<file path="config.mk">
export PLATFORM = sky130hd
export DESIGN_NAME = bfknn_dist
export DESIGN_NICKNAME = d
export VERILOG_FILES = /design/src/bfknn_pkg.sv /design/src/bfknn_dist.sv
export SDC_FILE = /design/constraint.sdc
export NUM_CORES = 1
export LEC_CHECK = 0
export BUFFER_PORTS_ARGS = -buffer_cell sky130_fd_sc_hd__buf_2
export CORE_MARGIN = 8
export CORE_UTILIZATION = 52
export CTS_CLUSTER_SIZE = 20
export DETAILED_ROUTE_END_ITERATION = 10
export HOLD_SLACK_MARGIN = 0.15
export PLACE_DENSITY = 0.7
export REMOVE_ABC_BUFFERS = 1
export SETUP_SLACK_MARGIN = 0.5
export SLEW_MARGIN = 5
export SYNTH_ARGS = -nofsm -noshare
export SYNTH_HDL_FRONTEND = slang
export SYNTH_SLANG_ARGS = --single-unit
</file>
<file path="constraint.sdc">
create_clock -name clk -period 7.3 [get_ports clk]
set_input_delay 1.46 -clock clk [delete_from_list [all_inputs] [get_ports clk]]
set_output_delay 1.46 -clock clk [all_outputs]
set_load 0.02 [all_outputs]
</file>
<file path="src/bfknn_pkg.sv">
// Shared types, constants and register codes for the brute-force k-nearest-neighbor search.
// Used by bfknn_dist, bfknn_sort and the top level; depends on nothing.
package bfknn_pkg;

    localparam int MAX_POINTS = 1024;
    localparam int MAX_DIMS   = 16;
    localparam int MAX_K      = 16;

    localparam int PIDX_W  = $clog2(MAX_POINTS);
    localparam int DIDX_W  = $clog2(MAX_DIMS);
    localparam int KIDX_W  = $clog2(MAX_K);
    localparam int ADDR_W  = PIDX_W + DIDX_W;
    localparam int COORD_W = 16;
    localparam int DIFF_W  = COORD_W + 1;
    localparam int SQ_W    = 2 * DIFF_W;
    localparam int DIST_W  = 38;

    localparam int NPTS_W  = 11;
    localparam int NDIM_W  = 5;
    localparam int NK_W    = 5;
    localparam int CFG_W   = 11;
    localparam int CFGA_W  = 2;

    localparam int S_TDATA_W = 32;
    localparam int M_TDATA_W = 56;

    typedef enum logic [CFGA_W-1:0] {
        REG_NUM_POINTS    = 2'd0,
        REG_NUM_DIMS      = 2'd1,
        REG_NUM_NEIGHBORS = 2'd2
    } cfg_reg_t;

    typedef enum logic [1:0] {
        ST_IDLE,
        ST_SCAN,
        ST_DRAIN,
        ST_EMIT
    } state_t;

    // One coordinate pair entering the distance unit.
    typedef struct packed {
        logic              valid;
        logic              first;
        logic              last;
        logic [PIDX_W-1:0] point;
    } issue_t;

    // One finished point distance leaving the distance unit.
    typedef struct packed {
        logic              valid;
        logic [PIDX_W-1:0] point;
        logic [DIST_W-1:0] sq_dist;
    } dist_t;

endpackage

</file>
<file path="src/bfknn_dist.sv">
// Shared distance unit: subtract, square and accumulate one coordinate per cycle.
// Depends on bfknn_pkg.
module bfknn_dist (
    input  logic                              clk,
    input  logic                              rst_n,
    input  bfknn_pkg::issue_t                 issue,
    input  logic signed [bfknn_pkg::COORD_W-1:0] query_value,
    input  logic signed [bfknn_pkg::COORD_W-1:0] ref_value,
    output bfknn_pkg::dist_t                  result,
    output logic                              busy
);

    bfknn_pkg::issue_t                       s2_reg;
    bfknn_pkg::issue_t                       s3_reg;
    logic signed [bfknn_pkg::DIFF_W-1:0]     diff_reg;
    logic signed [bfknn_pkg::SQ_W-1:0]       sq_reg;
    logic [bfknn_pkg::DIST_W-1:0]            acc_reg;
    logic [bfknn_pkg::DIST_W-1:0]            acc_next;
    logic                                    out_valid_reg;
    logic [bfknn_pkg::PIDX_W-1:0]            out_point_reg;
    logic [bfknn_pkg::DIST_W-1:0]            sq_ext;

    assign sq_ext   = bfknn_pkg::DIST_W'(unsigned'(sq_reg));
    assign acc_next = s3_reg.first ? sq_ext : acc_reg + sq_ext;

    always_ff @(posedge clk or negedge rst_n)
    begin
        if (!rst_n)
        begin
            s2_reg        <= '0;
            s3_reg        <= '0;
            out_valid_reg <= 1'b0;
        end
        else
        begin
            s2_reg        <= issue;
            s3_reg        <= s2_reg;
            out_valid_reg <= s3_reg.valid && s3_reg.last;
        end
    end

    always_ff @(posedge clk)
    begin
        diff_reg <= bfknn_pkg::DIFF_W'(query_value) - bfknn_pkg::DIFF_W'(ref_value);
        sq_reg   <= diff_reg * diff_reg;
        if (s3_reg.valid)
        begin
            acc_reg       <= acc_next;
            out_point_reg <= s3_reg.point;
        end
    end

    assign result.valid   = out_valid_reg;
    assign result.point   = out_point_reg;
    assign result.sq_dist = acc_reg;
    assign busy           = issue.valid || s2_reg.valid || s3_reg.valid;

endmodule

</file>
==> qor.yml <==
synth_flop_cell: "dfxtp_1"
largest_reg_flops: 38
skew_ns: 0.02133
setup_viol: 0
initialDrtViolationCount: 587
ys_ff_latch: 125
cp.arrival_ns: 6.75
yosys_warnings: 0
ant_nets: 0
n_fill_cell: 2664
grt_setup_unrepaired: "false"
rr_endpoint: "sq_reg[33]$_DFF_P_"
ff_latch_area_mm2: 0.003129
clock_sinks: 125
clockRootBuffer: "clkbuf_16"
antenna_found_initial: 0
io_pins: 97
synthesis.area_mm2: 0.01606
drive_gt1_share_pct: 10.45
multiInputGateArea_mm2: 0.01145
synth_seq_area_share_pct: 19.41
clock_latency_ns: 0.44
worst_slew_pin_slew_ns: 0.7322
synthArstFlopShare_pct: 21.60
whs_path_depth: 0
port_buffers: 96
post-route-period-util_pct: 88.06
dpl.hpwl_um: 28480
initial_core_util_pct: 52.65
viasPerCell: 5.294
crit_type: "reg -> reg"
grt_max_degree: 77
slew_violations: 0
dieHeight_um: 191.8
hold_viol_final: 0
cts_tree: "built"
synthCells: 1648
h-tree-depth: 4
r2r-start: "diff_reg[8]$_DFF_P_"
fmax_mhz: 155.6
synth_edf_count: 48
fp.dieW_um: 191.8
numCtsBuffers: 17
cp.required_ns: 7.62
maxCapViolations: 0
reg2regPathDepth: 21
period_needed_ns: 6.428
num_rows: 64
pre_cts_ws_ns: 0.6250
grt_overflow: 0
area_growth_pct: 9.543
drc: 0
max-slew-margin-rel_pct: 51.12
grt_pass1_vias: 12410
hold_path.class: "reg -> reg"
worstSetupEndpointType: "register"
layout_commonest_cell: "inv_1"
die_area_mm2: 0.03677
routed_wl_um: 35080
synth_cell_types: 75
ff2ff_setup_slack_ns: 0.87
layout.nets: 2196
diodes: 0
grtUsageTotal_pct: 20.27
place.gp.congestion: 0.8644
final_cell_mix: "inv_1 (360), fa_1 (266), ha_1 (145)"
crit_fanout: 14
postLayoutSetupSlackWorst_ns: 0.8717
avgSynthCellArea_um2: 9.746
drtPass1Iterations: 5
path_clk_slew_ns: 0.07
core_mm2: 0.03051
start_kind: "register"
holdCritStartpoint: "s2_reg[6]$_DFF_PN0_"
vias: 11370
cts_buffer_depth: 2
fin_tns_setup_ns: 0
holdPathEnd: "s3_reg[6]$_DFF_PN0_"
wire_per_inst_um: 16.34
grt_pass1_wl_um: 59860
status: "complete, no violations"
-- metal layers --
metal / vias to the layer above / GRT usage (%) / share of wire [%] / routed length, µm
li1: 5424 / - / - / -
met5: - / 0 / 0 / 0
met4: 0 / 6.365 / 2.4 / 825
met2: 240 / 35.93 / 50 / 17590
met1: 5643 / 25.21 / 43 / 15080
met3: 60 / 2.850 / 4.5 / 1577
-- cells by family after synthesis --
group	count (synthesis)	synth area share, %
AOI/OAI and AO/OA	250	10.63
xor gates and xnor gates	75	4.090
adders and majority gates	411	44.45
buffers and inverters	398	9.395
DFF	125	19.41
muxes	6	0.4596
and+or+nand+nor	383	11.56
-- through the flow --
stage | util [%] | cell area, µm² | cells | hold slack [ns]
6_report | 57.67 | 17590 | 2147 | 0.3465
5_1_grt | 57.67 | 17590 | 2147 | 0.3518
4_1_cts | 57.60 | 17570 | 2147 | 0.3488
3_5_place_dp | 55.64 | 16980 | 2115 | 0.3347
3_3_place_gp | 55.64 | 16980 | 2115 | 0.3327
2_1_floorplan | - | 15910 | 1611 | 0.3312
-- worst max path at each step --
stage,end,cells past startpoint,startpoint
after global routing,sq_reg[33]$_DFF_P_,21,diff_reg[8]$_DFF_P_
after floorplan,sq_reg[33]$_DFF_P_,22,diff_reg[7]$_DFF_P_
after global placement,sq_reg[33]$_DFF_P_,20,diff_reg[2]$_DFF_P_
final,sq_reg[33]$_DFF_P_,21,diff_reg[8]$_DFF_P_
after detailed placement,sq_reg[33]$_DFF_P_,20,diff_reg[2]$_DFF_P_
after CTS,sq_reg[33]$_DFF_P_,20,diff_reg[2]$_DFF_P_
-- area by class of cell --
class | instances | area share [%]
multi-input cells | 1125 | 65.06
flip-flops and latches | 125 | 17.79
inverters | 361 | 7.702
repair buffers | 108 | 3.243
well taps | 396 | 2.816
clock buffers | 17 | 2.418
clock inverters | 15 | 0.9743
-- Yosys cell counts (all sizes together), types with 6 or more instances --
cell / instances / area [µm²]
inv: 360 / 1351
fa: 266 / 5325
ha: 145 / 1814
nand2: 133 / 499.2
nor2: 68 / 255.2
a21oi: 67 / 342.8
xnor2: 61 / 534.3
o21ai: 55 / 279.0
and2: 51 / 319.1
dfxtp: 50 / 1001
edfxtp: 48 / 1441
clkbuf: 30 / 112.6
dfrtp: 27 / 675.7
nor3: 27 / 135.1
a21o: 25 / 187.7
nand3: 24 / 120.1
o21a: 21 / 157.7
nor2b: 20 / 125.1
xor2: 14 / 122.6
or3: 12 / 75.07
o31ai: 11 / 82.58
a211oi: 9 / 82.58
and3: 9 / 56.30
nand2b: 9 / 56.30
o211ai: 9 / 82.58
a31oi: 8 / 56.30
o21bai: 8 / 60.06
buf: 7 / 41.29
nand4: 7 / 43.79
o41ai: 7 / 76.32
nor3b: 6 / 45.04
or2: 6 / 37.54
-- worst max-delay path, stage by stage, from the launching register on --
cell and delay, ns:
dfxtp_1 0.67, nand2_1 0.18, fa_1 0.53, inv_1 0.05
fa_1 0.53, inv_1 0.05, fa_1 0.38, inv_1 0.08
fa_1 0.43, fa_1 0.55, inv_1 0.05, fa_1 0.48
inv_1 0.04, ha_1 0.35, nand3_1 0.21, o211ai_1 0.15
or3_1 0.43, o211ai_2 0.26, a21oi_2 0.14, a2111oi_4 0.37
nor2_1 0.11, a211o_1 0.26
-- what timing repair did --
action	in CTS	in global routing
setup buffers	0	0
resized for setup	0	8
setup endpoints to repair	0	10
hold buffers	0	0
Power is not shown: default switching activity piles up to over one toggle a cycle in this logic, so the estimate is an artifact.
