### src/bfknn_pkg.sv
// Shared types, constants and register codes for the brute-force k-nearest-neighbor search.
// Used by bfknn_dist, bfknn_sort and the top level; depends on nothing.
package bfknn_pkg;

    localparam int MAX_POINTS = 1024;
    localparam int MAX_DIMS   = 16;
    localparam int MAX_K      = 16;

    localparam int PIDX_W  = $clog2(MAX_POINTS);
    localparam int DIDX_W  = $clog2(MAX_DIMS);
    localparam int KIDX_W  = $clog2(MAX_K);
    localparam int ADDR_W  = PIDX_W + DIDX_W;
    localparam int COORD_W = 16;
    localparam int DIFF_W  = COORD_W + 1;
    localparam int SQ_W    = 2 * DIFF_W;
    localparam int DIST_W  = 38;

    localparam int NPTS_W  = 11;
    localparam int NDIM_W  = 5;
    localparam int NK_W    = 5;
    localparam int CFG_W   = 11;
    localparam int CFGA_W  = 2;

    localparam int S_TDATA_W = 32;
    localparam int M_TDATA_W = 56;

    typedef enum logic [CFGA_W-1:0] {
        REG_NUM_POINTS    = 2'd0,
        REG_NUM_DIMS      = 2'd1,
        REG_NUM_NEIGHBORS = 2'd2
    } cfg_reg_t;

    typedef enum logic [1:0] {
        ST_IDLE,
        ST_SCAN,
        ST_DRAIN,
        ST_EMIT
    } state_t;

    // One coordinate pair entering the distance unit.
    typedef struct packed {
        logic              valid;
        logic              first;
        logic              last;
        logic [PIDX_W-1:0] point;
    } issue_t;

    // One finished point distance leaving the distance unit.
    typedef struct packed {
        logic              valid;
        logic [PIDX_W-1:0] point;
        logic [DIST_W-1:0] sq_dist;
    } dist_t;

endpackage

### src/bfknn_sort.sv
// Sorted list of the best distances so far; at most one insertion per finished point.
// Depends on bfknn_pkg.
module bfknn_sort (
    input  logic                           clk,
    input  logic                           rst_n,
    input  logic                           clear,
    input  logic [bfknn_pkg::NK_W-1:0]     k_eff,
    input  bfknn_pkg::dist_t               cand,
    input  logic [bfknn_pkg::KIDX_W-1:0]   rd_idx,
    output logic [bfknn_pkg::PIDX_W-1:0]   rd_point,
    output logic [bfknn_pkg::DIST_W-1:0]   rd_dist,
    output logic [bfknn_pkg::KIDX_W:0]     filled
);

    logic [bfknn_pkg::DIST_W-1:0] dist_reg  [bfknn_pkg::MAX_K];
    logic [bfknn_pkg::DIST_W-1:0] dist_next [bfknn_pkg::MAX_K];
    logic [bfknn_pkg::PIDX_W-1:0] idx_reg   [bfknn_pkg::MAX_K];
    logic [bfknn_pkg::PIDX_W-1:0] idx_next  [bfknn_pkg::MAX_K];
    logic [bfknn_pkg::MAX_K-1:0]  le;
    logic [bfknn_pkg::KIDX_W:0]   filled_reg;
    logic [bfknn_pkg::KIDX_W:0]   filled_next;
    logic [bfknn_pkg::KIDX_W:0]   k_ext;
    logic [bfknn_pkg::KIDX_W-1:0] k_last;
    logic                         ins;

    assign k_ext  = (bfknn_pkg::KIDX_W+1)'(k_eff);
    assign k_last = bfknn_pkg::KIDX_W'(k_eff - 1'b1);

    // A cell keeps its entry when it already sorts ahead of the candidate;
    // equal distances stay ahead because they carry lower point indices.
    always_comb
    begin
        for (int j = 0; j < bfknn_pkg::MAX_K; j++)
        begin
            le[j] = ((bfknn_pkg::KIDX_W+1)'(j) < filled_reg) && (dist_reg[j] <= cand.sq_dist);
        end
        ins = cand.valid && !((filled_reg == k_ext) && le[k_last]);
        for (int j = 0; j < bfknn_pkg::MAX_K; j++)
        begin
            dist_next[j] = dist_reg[j];
            idx_next[j]  = idx_reg[j];
            if (ins && !le[j])
            begin
                if (j == 0 || le[(j == 0) ? 0 : j - 1])
                begin
                    dist_next[j] = cand.sq_dist;
                    idx_next[j]  = cand.point;
                end
                else
                begin
                    dist_next[j] = dist_reg[(j == 0) ? 0 : j - 1];
                    idx_next[j]  = idx_reg[(j == 0) ? 0 : j - 1];
                end
            end
        end
        filled_next = filled_reg;
        if (clear)
        begin
            filled_next = '0;
        end
        else if (ins && (filled_reg < k_ext))
        begin
            filled_next = filled_reg + 1'b1;
        end
    end

    always_ff @(posedge clk or negedge rst_n)
    begin
        if (!rst_n)
        begin
            filled_reg <= '0;
        end
        else
        begin
            filled_reg <= filled_next;
        end
    end

    always_ff @(posedge clk)
    begin
        for (int j = 0; j < bfknn_pkg::MAX_K; j++)
        begin
            dist_reg[j] <= dist_next[j];
            idx_reg[j]  <= idx_next[j];
        end
    end

    assign rd_point = idx_reg[rd_idx];
    assign rd_dist  = dist_reg[rd_idx];
    assign filled   = filled_reg;

    a_fill_bound: assert property (@(posedge clk) disable iff (!rst_n)
        filled_reg <= (bfknn_pkg::KIDX_W+1)'(bfknn_pkg::MAX_K))
        else $error("result list overfilled");
    a_clear_empties: assert property (@(posedge clk) disable iff (!rst_n)
        clear |=> filled_reg == '0)
        else $error("clear did not empty the list");
    a_grow_one: assert property (@(posedge clk) disable iff (!rst_n)
        !clear |=> filled_reg == $past(filled_reg) || filled_reg == $past(filled_reg) + 1'b1)
        else $error("list grew by more than one");

endmodule

### config.mk
export PLATFORM = sky130hd
export DESIGN_NAME = bfknn_sort
export DESIGN_NICKNAME = d
export VERILOG_FILES = /design/src/bfknn_pkg.sv /design/src/bfknn_sort.sv
export SDC_FILE = /design/constraint.sdc
export NUM_CORES = 2
export LEC_CHECK = 0
export BUFFER_PORTS_ARGS = -buffer_cell sky130_fd_sc_hd__buf_2
export CAP_MARGIN = 20
export CORE_MARGIN = 1
export CORE_UTILIZATION = 36
export CTS_CLUSTER_DIAMETER = 80
export DETAILED_ROUTE_END_ITERATION = 7
export GPL_TIMING_DRIVEN = 0
export PLACE_DENSITY_LB_ADDON = 0.08
export SLEW_MARGIN = 20
export SYNTH_ARGS = -nofsm -noshare
export SYNTH_HDL_FRONTEND = slang
export SYNTH_SLANG_ARGS = --single-unit
### constraint.sdc
create_clock -name clk -period 16.9 [get_ports clk]
set_input_delay 1.69 -clock clk [delete_from_list [all_inputs] [get_ports clk]]
set_output_delay 1.69 -clock clk [all_outputs]
set_load 0.05 [all_outputs]
==> summary.md <==
| Metric | Value |
|---|---|
| IO Count | `between 100 and 150` |
| Largest net degree at the start of global routing | `26` |
| Number of distinct library cells after synthesis | `66` |
| Min Tclk post-route | `8.21 ns` |
| Die Width | `378 µm` |
| Outcome | `completed` |
| Average cell area after synthesis | `12.2 µm²` |
| Combinational Power Share | `around 29%` |
| Number of nets produced by synthesis | `between 4,000 and 5,000` |
| CTS max path bufs | `3` |
| Via count of the routed design | `39,300` |
| Most common cell after layout, fill and taps aside | `sky130_fd_sc_hd__edfxtp_1` |
| Global-route wire length before repair | `between 300,000 and 400,000 µm` |
| Sequential Power Share | `42.0%` |
| Switching Fraction | `a little over a third` |
| Fraction of final layout cells with drive strength greater than 1 | `21.1%` |
| Cell Rows | `137` |
| Total length of routed wires | `roughly 220,000 µm` |
| # setup viols final | `0` |
| Peak supply drop | `a little under 0.08 mV` |
| GRT Util Overall | `30.6%` |
| Setup repair after global routing missed its margin | `no` |
| Fin crit share | `48.6%` |
| Internal power component | `4540 µW` |
| Post-layout instance count excluding filler cells | `6,426` |
| Critical path's slowest cell | `sky130_fd_sc_hd__a211oi_1` |
| Startpoint type of the worst setup path | `input port` |
| Floorplan die area | `143,000 µm²` |
| Count of buffers from port buffering | `109` |
| Pin slew with the least headroom to its limit | `roughly 1.3 ns` |
| H-Tree Depth | `3` |
| Number of antenna violations at the first check in global routing | `13` |
| Flops & latches, synth | `773` |
| Clock-pin slew reported for the worst setup and hold paths after clock tree synthesis | `approximately 0.06 ns` |
| Sequential-to-total area share from yosys stat | `45.7%` |
| Max reg flops | `between 600 and 700` |
| Detailed-placement wirelength estimate | `167,000 µm` |
| Data arrival time of the worst path | `approximately 8.6 ns` |
| Headroom to the max-slew limit | `15.6%` |
| Synthesis-to-finish area growth | `15.0%` |
| DRC errors left | `0` |
| CP startpoint | `cand[37]` |
| Leading cell types in the layout, fill and taps excluded | `sky130_fd_sc_hd__edfxtp_1, sky130_fd_sc_hd__ha_1, sky130_fd_sc_hd__nand2_1` |
| Endpoint class of the critical path | `register` |
| Setup CP Type | `in -> reg` |
| Cell Area, Synth | `50,800 µm²` |
| RR Endpoint | `dist_reg[3][17]` |
| Cts hold-fix bufs | `0` |
| Register Area | `23,200 µm²` |
| Total gr overflow | `0` |
| Length in cells of the worst reg-to-reg path | `14` |
| Die Y-Extent | `378 µm` |
| R2r startpoint | `dist_reg[0][37]` |
| TritonRoute pass-1 iters | `5` |
| Max incr delay on CP | `0.73 ns` |
| Yosys warnings | `0` |
| Initial Utilization | `36.3%` |
| Number of resized instances in the post-cts repair step | `0` |
| TritonCTS clock tree | `done` |
| Cells after synthesis | `4,173` |
| Worst Hold Path Cells | `2` |
| Crit-path max FO | `25` |
| Starting DRT DRC Count | `4,187` |
| Antenna viol nets, final | `0` |
| Number of enable flip-flop cells after synthesis | `approximately 770` |
| Last element of the critical path | `dist_reg[3][17]` |
| Data required time at the worst endpoint | `between 15 and 20 ns` |
| Hold/Removal Path Class | `reg -> reg` |
| Weighted congestion reported at the end of routability-driven placement | `roughly 0.95` |
| Final slew viol count | `0` |
| Cells along the critical path | `buf_2 > inv_1 > clkbuf_2 > ha_1 > nand4_1 > nor3_1 > nand4_1 > a21oi_1 > nor2_1 > nor2_1 > o41ai_1 > a211oi_1 > nor2_2 > buf_4 > nor2_4 > buf_16 > buf_12` |
| Final hold viol count | `0` |
| Switching power | `around 2500 µW` |
| R2R setup slack | `10.09 ns` |
| Vias in the first global route | `37,200` |
| Power density normalized to cell area | `120 nW/µm²` |
| Routed via count divided by cell count | `between 6 and 7` |
| Post-route total power | `approximately 7000 µW` |
| Drt wl/cell | `34.1 µm` |
| Count of placed standard cells including taps | `6,240` |
| Root Buffer | `sky130_fd_sc_hd__clkbuf_16` |
| Clock insertion delay at the later pin of the skew report | `about 0.73 ns` |
| Cts bufs inserted | `98` |
| Main flop type after synthesis | `sky130_fd_sc_hd__edfxtp_1` |
| Static power due to leakage | `0.0234 µW` |
| Ys async rst share | `0.647%` |
| Sink count of the clock tree | `between 700 and 800` |
| Share of power burned in the clock network | `29.2%` |
| Timing-limited maximum frequency | `0.122 GHz` |
| Area inside the core boundary | `140,000 µm²` |
| Area of the multi-input gates | `approximately 27,000 µm²` |
| Final-layout fill cell count | `13,300` |
| Setup bufs post-CTS | `0` |
| Number of nets in the layout | `just over 5,000` |
| Worst Clk Skew | `0.0193 ns` |
| Number of max-capacitance violations reported | `0` |
## worst max-delay path, delay by kind of cell
family / cells / cell delay (ns)
simple gates: 7 / 3.26
fa+ha+maj: 1 / 0.55
compound gates: 3 / 1.52
buf+inv: 6 / 1.48
## final cells by class
| class | instances | area share, % |
|---|---|---|
| Clock inverter | 57 | 0.720 |
| Buffer | 230 | 1.66 |
| Tap cell | 1876 | 4.02 |
| Antenna cell | 2 | 0.00857 |
| Sequential cell | 773 | 39.7 |
| Inverter | 91 | 0.585 |
| Clock buffer | 126 | 4.42 |
| Timing Repair Buffer | 192 | 3.34 |
| Multi-Input combinational cell | 3079 | 45.5 |
## power groups by stage
stage	combinational (µW)	clock (µW)	sequential, µW
finish	2020	2050	2950
global route	2190	2140	2990
CTS	2010	2080	2940
detailed placement	2000	0	2980
global placement	1860	0	3030
floorplan	1240	0	2820
## cells in the mapped netlist (all sizes together), types with 7 or more instances
library cell	instances	area share (%)
o21ai	495	4.9
or2	7	0.086
nor3	34	0.34
a211oi	25	0.37
clkbuf	186	1.4
o31ai	11	0.16
a21o	120	1.8
a2111oi	7	0.12
nor4	22	0.30
mux4	240	11
and4	27	0.47
nand2b	17	0.21
mux2	291	6.5
nand2	586	4.3
nor2b	27	0.33
inv	91	0.67
nand4	115	1.4
a221oi	15	0.26
nor2	77	0.57
o211ai	14	0.21
nand3	38	0.37
o21a	20	0.30
a21oi	194	1.9
ha	615	15
buf	44	0.34
edfxtp	768	45
## cell families after synthesis
family	Yosys count	synth area share [%]
multiplexers	532	17.1
AND/OR/NAND/NOR	971	8.72
adder cells (fa/ha/maj)	615	15.2
XOR/XNOR	3	0.0518
buffers and inverters	321	2.39
AO/OA/AOI/OAI	958	10.9
flip-flops	773	45.7
## worst min path at each step
stage                       start       endpoint
detailed placement  idx_reg[6][6]  idx_reg[7][6]
floorplan           idx_reg[6][9]  idx_reg[7][9]
finish              idx_reg[6][9]  idx_reg[7][9]
global route        idx_reg[5][4]  idx_reg[6][4]
global placement    idx_reg[6][6]  idx_reg[7][6]
CTS                 idx_reg[6][6]  idx_reg[7][6]
## per-layer routing
metal	global-route usage [%]	wire, µm	vias up
li1	-	-	17000
met1	44.0	97700	20300
met2	46.3	96100	1695
met3	4.82	16000	308
met4	11.1	9170	8
met5	0	54	-
## stage by stage
step                      instance area, µm²  setup TNS (ns)  setup WS, ns  utilization (%)  hold WS [ns]
after floorplan                        50800               0          8.57                -         0.511
after global placement                 53700          -48.95        -0.691             38.4         0.532
after detailed placement               55400               0          8.16             39.6         0.528
after CTS                              58400               0          8.92             41.8         0.540
after global routing                   58400               0          8.84             41.8         0.570
final                                  58400               0          8.69             41.8         0.548
Power figures use the tool's default switching activity.
